==> src/design/stp_pkg.sv <==
`timescale 1ns / 1ps
// ----------------------------------------------------------------------------
// stp_pkg: shared types and constants of the stepper pulse generator
// Function codes, register indexes, state machine states, job codes and the slope limit.
// ----------------------------------------------------------------------------
package stp_pkg;

    localparam int unsigned SLOPE_MAX = 128;

    typedef enum logic [1:0] {
        FUNC_TICK  = 2'd0,
        FUNC_START = 2'd1,
        FUNC_HALT  = 2'd2,
        FUNC_NONE  = 2'd3
    } t_func;

    typedef enum logic [1:0] {
        REG_RATE  = 2'd0,
        REG_FMIN  = 2'd1,
        REG_LIMIT = 2'd2,
        REG_GEAR  = 2'd3
    } t_reg;

    typedef enum logic [3:0] {
        ST_IDLE,     // waiting for an input beat
        ST_MUL,      // shift-add multiply, one bit a cycle
        ST_DIV,      // restoring divide, one bit a cycle
        ST_OUT       // result beat waits for the receiver
    } t_state;

    // what a running job does once its arithmetic is done
    typedef enum logic [2:0] {
        JOB_START_T,   // T computed, compute L next
        JOB_START_L,   // L computed, then peak interval
        JOB_START_PK,  // peak interval done, then start interval
        JOB_START_MN,  // start interval done
        JOB_RAMP_F,    // ramp numerator product done, divide by L
        JOB_RAMP_Q,    // ramp frequency known, divide rate by it
        JOB_RAMP_I     // interval quotient done
    } t_job;

endpackage

==> src/design/stepper_trapezoid_pulse_generator.sv <==
`timescale 1ns / 1ps
// ----------------------------------------------------------------------------
// stepper_trapezoid_pulse_generator
// Trapezoidal step pulse generator with bit-serial multiply and divide.
// ----------------------------------------------------------------------------
// Input channel: i_valid / o_stall with fields func, direction, step_size,
// step_count, peak_frequency, slope_q8. One result beat per input beat on
// o_valid / i_stall.
// A tick that needs no ramp arithmetic, a halt, a refused start or an idle item
// gives its result beat in the cycle after acceptance. A start runs two 8-step
// multiplies for T and L with a setup step each, then two 64-step divides.
// A toggling tick whose next interval lies on a ramp runs a 16-step multiply,
// a setup step and two 64-step divides; the second divide is skipped when the
// ramp frequency is not above the floor.
// All arithmetic runs on the one shared shift-add/restoring-divide datapath that
// handles one bit per cycle.
// The block takes one item at a time; o_stall is high from acceptance until
// the result beat leaves, and the next beat is taken only once the block is
// back in idle. While i_stall is high the result is held.
// Reset (synchronous, active low) clears the control state and outputs and loads
// the register defaults; the arithmetic registers are not reset.
// ----------------------------------------------------------------------------
module stepper_trapezoid_pulse_generator
    import stp_pkg::*;
(
    input  logic        i_clk,
    input  logic        i_rst_n,
    input  logic        i_valid,
    output logic        o_stall,
    input  logic [1:0]  i_func,
    input  logic        i_direction,
    input  logic [2:0]  i_step_size,
    input  logic [15:0] i_step_count,
    input  logic [15:0] i_peak_frequency,
    input  logic [7:0]  i_slope_q8,
    output logic        o_valid,
    input  logic        i_stall,
    output logic        o_step_level,
    output logic        o_direction_level,
    output logic        o_driver_enabled,
    output logic        o_busy_res,
    output logic        o_move_done,
    output logic        o_rejected,
    input  logic        i_cfg_we,
    input  logic [1:0]  i_cfg_index,
    input  logic [31:0] i_cfg_data
);

    // configuration
    logic [31:0] r_rate;
    logic [15:0] r_fmin, r_limit;
    logic [7:0]  r_gear;

    // move state
    logic [31:0] r_n, r_tt, r_len;
    logic [15:0] r_intv, r_tick, r_pkint, r_peak;
    logic        r_step, r_dir, r_en, r_busy, r_done, r_rej;
    logic [15:0] r_start_peak;

    t_state r_st, n_st;
    t_job   r_job, n_job;

    // serial arithmetic: acc = a*b (64 bit), or q = num/den
    logic [63:0] r_acc, n_acc;   // product / remainder
    logic [63:0] r_ma, n_ma;     // multiplicand shifted left
    logic [31:0] r_mb, n_mb;     // multiplier shifted right
    logic [63:0] r_num, n_num;   // dividend shifted left
    logic [63:0] r_den, n_den;
    logic [63:0] r_q, n_q;
    logic [6:0]  r_cnt, n_cnt;

    // other next values
    logic [31:0] n_n, n_tt, n_len;
    logic [15:0] n_intv, n_tick, n_pkint, n_peak, n_start_peak;
    logic        n_step, n_dir, n_en, n_busy, n_done, n_rej;

    logic        acc_in;
    logic [64:0] trial;
    logic [31:0] right, span, tick_c;

    assign acc_in  = i_valid && (r_st == ST_IDLE);
    assign o_stall = (r_st != ST_IDLE);
    assign o_valid = (r_st == ST_OUT);

    assign o_step_level      = r_step;
    assign o_direction_level = r_dir;
    assign o_driver_enabled  = r_en;
    assign o_busy_res        = r_busy;
    assign o_move_done       = r_done;
    assign o_rejected        = r_rej;

    assign trial  = {r_acc, r_num[63]} - {1'b0, r_den};
    assign right  = r_tt - r_len;
    assign tick_c = {16'd0, r_tick} + 32'd1;

    always_ff @(posedge i_clk) begin
        if (!i_rst_n) begin
            r_rate  <= 32'd1000000;
            r_fmin  <= 16'd50;
            r_limit <= 16'd1000;
            r_gear  <= 8'd1;
        end else if (i_cfg_we) begin
            unique case (t_reg'(i_cfg_index))
                REG_RATE:  r_rate  <= i_cfg_data;
                REG_FMIN:  r_fmin  <= i_cfg_data[15:0];
                REG_LIMIT: r_limit <= i_cfg_data[15:0];
                REG_GEAR:  r_gear  <= i_cfg_data[7:0];
                default: ;
            endcase
        end
    end

    always_ff @(posedge i_clk) begin
        if (!i_rst_n) begin
            r_st   <= ST_IDLE;
            r_job  <= JOB_START_T;
            r_n    <= '0;
            r_tt   <= '0;
            r_len  <= '0;
            r_intv <= '0;
            r_tick <= '0;
            r_pkint <= '0;
            r_peak <= '0;
            r_step <= 1'b0;
            r_dir  <= 1'b0;
            r_en   <= 1'b0;
            r_busy <= 1'b0;
            r_done <= 1'b0;
            r_rej  <= 1'b0;
        end else begin
            r_st   <= n_st;
            r_job  <= n_job;
            r_n    <= n_n;
            r_tt   <= n_tt;
            r_len  <= n_len;
            r_intv <= n_intv;
            r_tick <= n_tick;
            r_pkint <= n_pkint;
            r_peak <= n_peak;
            r_step <= n_step;
            r_dir  <= n_dir;
            r_en   <= n_en;
            r_busy <= n_busy;
            r_done <= n_done;
            r_rej  <= n_rej;
        end
    end

    always_ff @(posedge i_clk) begin
        r_acc <= n_acc;
        r_ma  <= n_ma;
        r_mb  <= n_mb;
        r_num <= n_num;
        r_den <= n_den;
        r_q   <= n_q;
        r_cnt <= n_cnt;
        r_start_peak <= n_start_peak;
    end

    always_comb begin
        n_st = r_st;
        n_job = r_job;
        n_acc = r_acc;
        n_ma = r_ma;
        n_mb = r_mb;
        n_num = r_num;
        n_den = r_den;
        n_q = r_q;
        n_cnt = r_cnt;
        n_n = r_n;
        n_tt = r_tt;
        n_len = r_len;
        n_intv = r_intv;
        n_tick = r_tick;
        n_pkint = r_pkint;
        n_peak = r_peak;
        n_start_peak = r_start_peak;
        n_step = r_step;
        n_dir = r_dir;
        n_en = r_en;
        n_busy = r_busy;
        n_done = r_done;
        n_rej = r_rej;
        span = '0;

        unique case (r_st)
            ST_IDLE: begin
                if (acc_in) begin
                    n_done = 1'b0;
                    n_rej  = 1'b0;
                    n_st   = ST_OUT;
                    case (t_func'(i_func))
                        FUNC_START: begin
                            if (r_busy || ({8'd0, i_slope_q8} > 16'(SLOPE_MAX)) ||
                                (i_peak_frequency > r_limit)) begin
                                n_rej = 1'b1;
                            end else begin
                                // T = steps*gear, shifted later
                                n_ma  = {48'd0, i_step_count};
                                n_mb  = {24'd0, r_gear};
                                n_acc = '0;
                                n_cnt = 7'd8;
                                n_q   = {56'd0, i_slope_q8};
                                n_den = {61'd0, i_step_size};
                                n_start_peak = i_peak_frequency;
                                n_dir = i_direction;
                                n_job = JOB_START_T;
                                n_st  = ST_MUL;
                            end
                        end
                        FUNC_HALT: begin
                            n_step = 1'b0;
                            n_en   = 1'b0;
                            n_busy = 1'b0;
                        end
                        FUNC_TICK: begin
                            if (r_busy) begin
                                if (tick_c >= {16'd0, r_intv}) begin
                                    n_tick = '0;
                                    n_step = ~r_step;
                                    n_n    = r_n + 32'd1;
                                    if (r_n + 32'd1 >= r_tt) begin
                                        n_en   = 1'b0;
                                        n_busy = 1'b0;
                                        n_done = 1'b1;
                                    end else if ((r_n + 32'd1 <= r_len) ||
                                                 ((r_n + 32'd1 >= right) &&
                                                  (r_len != 32'd0) &&
                                                  !(r_n + 32'd1 > r_len &&
                                                    r_n + 32'd1 < right))) begin
                                        span = (r_n + 32'd1 <= r_len) ? r_n + 32'd1
                                                                      : r_tt - r_n - 32'd1;
                                        n_ma  = {32'd0, span};
                                        n_mb  = {16'd0, r_peak};
                                        n_acc = '0;
                                        n_cnt = 7'd16;
                                        n_job = JOB_RAMP_F;
                                        n_st  = ST_MUL;
                                    end else if (r_n + 32'd1 > r_len &&
                                                 r_n + 32'd1 < right) begin
                                        n_intv = r_pkint;
                                    end
                                end else begin
                                    n_tick = tick_c[15:0];
                                end
                            end
                        end
                        default: ;
                    endcase
                end
            end
            ST_MUL: begin
                if (r_mb[0]) n_acc = r_acc + r_ma;
                n_ma  = {r_ma[62:0], 1'b0};
                n_mb  = {1'b0, r_mb[31:1]};
                n_cnt = r_cnt - 7'd1;
                if (r_cnt == 7'd1) begin
                    n_st = ST_DIV;
                    unique case (r_job)
                        JOB_START_T: begin
                            // acc done next cycle; finish in a zero-length div step
                        end
                        default: ;
                    endcase
                end
                if (r_cnt == 7'd1) begin
                    // hand off into the division setup below on the next cycle
                    n_cnt = 7'd0;
                end
            end
            ST_DIV: begin
                if (r_cnt == 7'd0) begin
                    // setup step after a multiply
                    unique case (r_job)
                        JOB_START_T: begin
                            // T = 2*steps*gear << k, kept to 32 bits; the 64-bit value feeds the L multiply
                            n_tt  = 32'((r_acc << 1) << r_den[2:0]);
                            n_ma  = ((r_acc << 1) << r_den[2:0]);
                            n_mb  = {24'd0, r_q[7:0]};
                            n_acc = '0;
                            n_cnt = 7'd8;
                            n_job = JOB_START_L;
                            n_st  = ST_MUL;
                        end
                        JOB_START_L: begin
                            n_len = 32'(r_acc >> 8);
                            n_peak = r_start_peak;
                            n_job = JOB_START_PK;
                            n_num = {32'd0, r_rate};
                            n_den = {48'd0, r_start_peak};
                            n_acc = '0;
                            n_q   = '0;
                            n_cnt = 7'd64;
                        end
                        JOB_RAMP_F: begin
                            // f = prod / L
                            n_num = r_acc;
                            n_den = {32'd0, r_len};
                            n_acc = '0;
                            n_q   = '0;
                            n_cnt = 7'd64;
                            n_job = JOB_RAMP_Q;
                        end
                        default: n_st = ST_OUT;
                    endcase
                end else begin
                    n_acc = trial[64] ? {r_acc[62:0], r_num[63]} : trial[63:0];
                    n_q   = {r_q[62:0], ~trial[64]};
                    n_num = {r_num[62:0], 1'b0};
                    n_cnt = r_cnt - 7'd1;
                    if (r_cnt == 7'd1) begin
                        n_cnt = 7'd0;
                        n_st  = ST_DIV;
                        unique case (r_job)
                            JOB_START_PK: begin
                                n_pkint = (r_den == 64'd0) ? 16'hFFFF :
                                          (({r_q[62:0], ~trial[64]} > 64'hFFFF) ?
                                           16'hFFFF : n_q[15:0]);
                                n_num = {32'd0, r_rate};
                                n_den = {48'd0, r_fmin};
                                n_acc = '0;
                                n_q   = '0;
                                n_cnt = 7'd64;
                                n_job = JOB_START_MN;
                            end
                            JOB_START_MN: begin
                                n_intv = (r_den == 64'd0) ? 16'hFFFF :
                                         ((n_q > 64'hFFFF) ? 16'hFFFF : n_q[15:0]);
                                n_n    = '0;
                                n_tick = '0;
                                n_step = 1'b0;
                                if (r_tt == 32'd0) begin
                                    n_done = 1'b1;
                                end else begin
                                    n_en   = 1'b1;
                                    n_busy = 1'b1;
                                end
                                n_st = ST_OUT;
                            end
                            JOB_RAMP_Q: begin
                                if (n_q > {48'd0, r_fmin}) begin
                                    n_den = n_q;
                                    n_num = {32'd0, r_rate};
                                    n_acc = '0;
                                    n_q   = '0;
                                    n_cnt = 7'd64;
                                    n_job = JOB_RAMP_I;
                                end else begin
                                    n_st = ST_OUT;
                                end
                            end
                            JOB_RAMP_I: begin
                                n_intv = (n_q > 64'hFFFF) ? 16'hFFFF : n_q[15:0];
                                n_st = ST_OUT;
                            end
                            default: n_st = ST_OUT;
                        endcase
                    end
                end
            end
            ST_OUT: begin
                if (!i_stall) n_st = ST_IDLE;
            end
            default: n_st = ST_IDLE;
        endcase
    end

    // a result beat never reports done and rejected together
    assert property (@(posedge i_clk) disable iff (!i_rst_n)
        o_valid |-> !(o_move_done && o_rejected))
        else $error("done and rejected together");

    // the driver is on exactly while a move is busy
    assert property (@(posedge i_clk) disable iff (!i_rst_n)
        o_valid |-> (o_driver_enabled == o_busy_res))
        else $error("driver and busy differ");

    // a held result beat does not change
    assert property (@(posedge i_clk) disable iff (!i_rst_n)
        (o_valid && i_stall) |=> (o_valid && $stable(o_step_level) &&
                                  $stable(o_move_done) && $stable(o_rejected)))
        else $error("stalled result changed");

    // no input beat is taken while a result waits
    assert property (@(posedge i_clk) disable iff (!i_rst_n)
        o_valid |-> o_stall)
        else $error("input taken during output");

endmodule
==> config.mk <==
export PLATFORM = sky130hd
export DESIGN_NAME = stepper_trapezoid_pulse_generator
export DESIGN_NICKNAME = d
export VERILOG_FILES = /design/src/design/stp_pkg.sv /design/src/design/stepper_trapezoid_pulse_generator.sv
export SDC_FILE = /design/constraint.sdc
export NUM_CORES = 2
export LEC_CHECK = 0
export BUFFER_PORTS_ARGS = -buffer_cell sky130_fd_sc_hd__buf_4
export CAP_MARGIN = 40
export CORE_MARGIN = 8
export CORE_UTILIZATION = 35
export CTS_CLUSTER_SIZE = 30
export DETAILED_ROUTE_END_ITERATION = 10
export GPL_ROUTABILITY_DRIVEN = 0
export PLACE_DENSITY = 0.53
export SLEW_MARGIN = 10
export SYNTH_ARGS = -nofsm -noshare
export SYNTH_HDL_FRONTEND = slang
export SYNTH_SLANG_ARGS = --single-unit
export TNS_END_PERCENT = 20
==> constraint.sdc <==
create_clock -name i_clk -period 16.95 [get_ports i_clk]
set_input_delay 0 -clock i_clk [delete_from_list [all_inputs] [get_ports i_clk]]
set_output_delay 0 -clock i_clk [all_outputs]
set_load 0.05 [all_outputs]
==> out/metrics.yaml <==
detailed_routing:
  via_per_inst: 5.61
  highest_layer: "met4"
  first_pass_iters: 6
  routed_wl_um: 143000
  wl_met1_um: 60200
  wl_per_cell_um: 21.9
  met3WireLength_um: 6780
  via_count: 36600
  final_antenna_net_count: 0
  drt_first_iter_violations: 2674
  post-route-drc-count: 0
  route.met2.wl_um: 70700
die:
  start_util_pct: 35.1
  io_pins: 93
  die_h_um: 365
  die_area_mm2: 0.133
  rows: 128
  core-area_mm2: 0.121
  die_x_um: 365
yosys:
  yosysSeqAreaShare_pct: 36.6
  syn_inst: 4760
  synth_area_mm2: 0.0426
  synth_top_area_share_pct: 25.3
  synthArstFlopShare_pct: 0
  netlist_top_cells_area: "edfxtp_1 25%, dfxtp_1 11%, ha_1 9.9%"
  synth_top_flop_cell: "edfxtp_1"
  synth_nets: 5186
  synth_top_cell_by_area: "edfxtp_1"
  synth_edf_count: 358
  synth_area_per_cell_um2: 8.94
  ys.warnings.count: 0
  synthDistinctLibCells: 97
  synth-seq-cells: 600
timing:
  fmax_mhz: 119
  fin_worst_skew_ns: 0.0367
  finalHoldViolations: 0
  rsz0062_at_grt: "false"
  drv_slew: 0
  finalSetupViolCount: 0
  worst_slew_pin_slew_ns: 0.872
  fin_crit_sh_pct: 49.7
  slew_headroom_pct: 41.3
  min_period_ns: 8.43
  setup_tns_ns: 0
global_routing:
  track_usage_pct: 21.0
  grt_pass1_vias: 35900
  grt_max_degree: 91
  overflow: 0
  antenna_found_initial: 0
  grt_pass1_wl_um: 219000
layout:
  final_util_pct: 40.1
  syn_to_final_growth_pct: 14.2
  final_nets: 5268
  drive_gt1_share_pct: 8.87
critical_path:
  worstRegToRegCells: 27
  rrSetupSlack_ns: 8.52
  start_kind: "register"
  critPathMaxFanout: 59
  cp-end-kind: "register"
  cp.arrival_ns: 8.82
  path_class: "reg -> reg"
  r2r-start: "r_den[2]"
  reg2reg_to: "r_acc[57]"
  crit_required_ns: 17.34
outcome:
  status: "completed"
power:
  power_density_mw_per_mm2: 171
  vdd_drop_max_v: 0.0000909
  p_leak_uw: 0.0194
placement:
  place_hpwl_um: 108000
  port_buffers: 92
min_path:
  hold_end: "r_job[0]"
  worstHoldStart: "i_func[1]"
  whs_path_depth: 5
  min_path_type: "in -> reg"
clock_network:
  htree_levels: 3
  cts_made_buffers: 74
  cts_setup_buffers: 0
  cts_tree: "done"
  clock-sinks: 600
  cts_resized: 0
  path_clk_slew_ns: 0.06
  cts_root_buf: "clkbuf_16"
  clockBufferDepth: 3
  cts_hold_buf: 111
  clock_latency_ns: 0.66
run:
  maxCapViolCount: 0
-- how the worst max path moves through the flow --
stage | start | endpoint | slack [ns] | cells after the start
finish | r_den[2] | r_acc[57] | 8.52 | 27
global placement | r_den[2] | r_num[31] | 8.94 | 27
detailed placement | r_den[2] | r_acc[57] | 8.75 | 27
floorplan | r_tt[1] | r_acc[0] | 5.78 | 25
global route | r_den[2] | r_acc[57] | 8.03 | 27
CTS | r_den[2] | r_acc[57] | 8.73 | 27
-- cell families after synthesis --
family	Yosys count	share of synthesized area, %
xor+xnor	224	4.61
fa+ha+maj	341	10.1
compound gates	1372	22.1
mux	143	4.70
buf+inv	539	4.82
simple gates	1541	17.0
flops	600	36.6
-- synthesized netlist by cell type (24+ instances only) --
cell type,instances
nand2_1,666
edfxtp_1,358
a21oi_1,343
ha_1,337
inv_1,267
nor2_1,261
dfxtp_1,242
clkbuf_1,229
o21ai_0,202
a21o_1,149
xnor2_1,137
a21boi_0,126
and3_1,95
mux2i_1,92
xor2_1,87
nand4_1,83
nand3_1,81
nor2b_1,75
a22oi_1,73
and2_1,72
nor4_1,66
a22o_1,58
nor3_1,52
o22ai_1,47
mux4_2,45
a211oi_1,41
o21a_1,38
o21bai_1,35
o221a_2,33
a31oi_1,31
o211ai_1,27
nand2b_1,24
-- flip-flops by register name, indices dropped and copies added (netlist names), 31 cells and up --
register / cells
r_ma: 64
r_tt: 31
r_den: 64
r_num: 64
r_q: 63
r_n: 32
r_len: 32
r_acc: 64
r_rate: 32
-- layer usage --
metal	vias to the layer above	global-route usage [%]
met5	-	0
met4	0	7.44
met3	223	2.51
met2	1017	37.1
met1	17800	26.2
li1	17600	-
-- layout make-up --
cell class,count,area [um^2]
antenna,1,2.50
timing repair buffer,277,2460
sequential,600,15600
multi-input combinational,3621,25000
clock inverter,43,410
inverter,268,1010
clock buffer,95,2070
tap,1625,2030
fill,12100,72600
-- power breakdown --
part	leakage, uW	internal, uW	switching [uW]	total, uW
clock network	0.00122	962	672	1630
logic	0.0129	1620	2660	4280
registers	0.00534	2010	414	2420
total	0.0194	4590	3750	8330
-- worst max-delay path, stage by stage (launching register included) --
cell	delay [ns]
edfxtp_1	0.32
buf_4	0.60
inv_2	0.58
ha_1	0.55
a21o_1	0.17
a21oi_1	0.11
a211oi_1	0.51
nor2_1	0.12
a31oi_1	0.44
o21ai_0	0.23
a31oi_1	0.32
o311ai_4	0.14
buf_4	0.33
ha_1	0.27
nor2b_1	0.11
o21a_1	0.11
o21a_1	0.10
o21ai_0	0.06
a2111oi_0	0.53
o311ai_0	0.22
o311a_2	0.19
buf_4	0.28
and2_1	0.47
nand2_2	0.15
buf_4	0.52
nor2_1	0.23
a22oi_1	0.24
o21ai_0	0.11
-- placed cells by master (no fill, tap or decap), types with 79 or more instances in the layout --
master / instances
a21boi_0: 125
a21o_1: 149
a21oi_1: 343
and3_1: 95
buf_4: 157
clkbuf_16: 79
dfxtp_1: 242
dlygate4sd3_1: 111
edfxtp_1: 358
ha_1: 335
inv_1: 267
mux2i_1: 92
nand2_1: 664
nand3_1: 81
nand4_1: 83
nor2_1: 257
o21ai_0: 202
xnor2_1: 137
xor2_1: 87
-- per-stage QoR --
stage	power (uW)	setup WS [ns]	instances	hold slack, ns	cell area (um^2)
after floorplan	5330	5.78	4760	0.0989	42600
after global placement	6640	8.94	6272	0.196	44800
after detailed placement	6640	8.75	6279	0.194	45000
after CTS	8340	8.73	6528	0.0182	48600
after global routing	8860	8.03	6529	0.0560	48600
final	8330	8.52	6530	0.0663	48600
No activity file was read; power rests on OpenSTA's default activity.
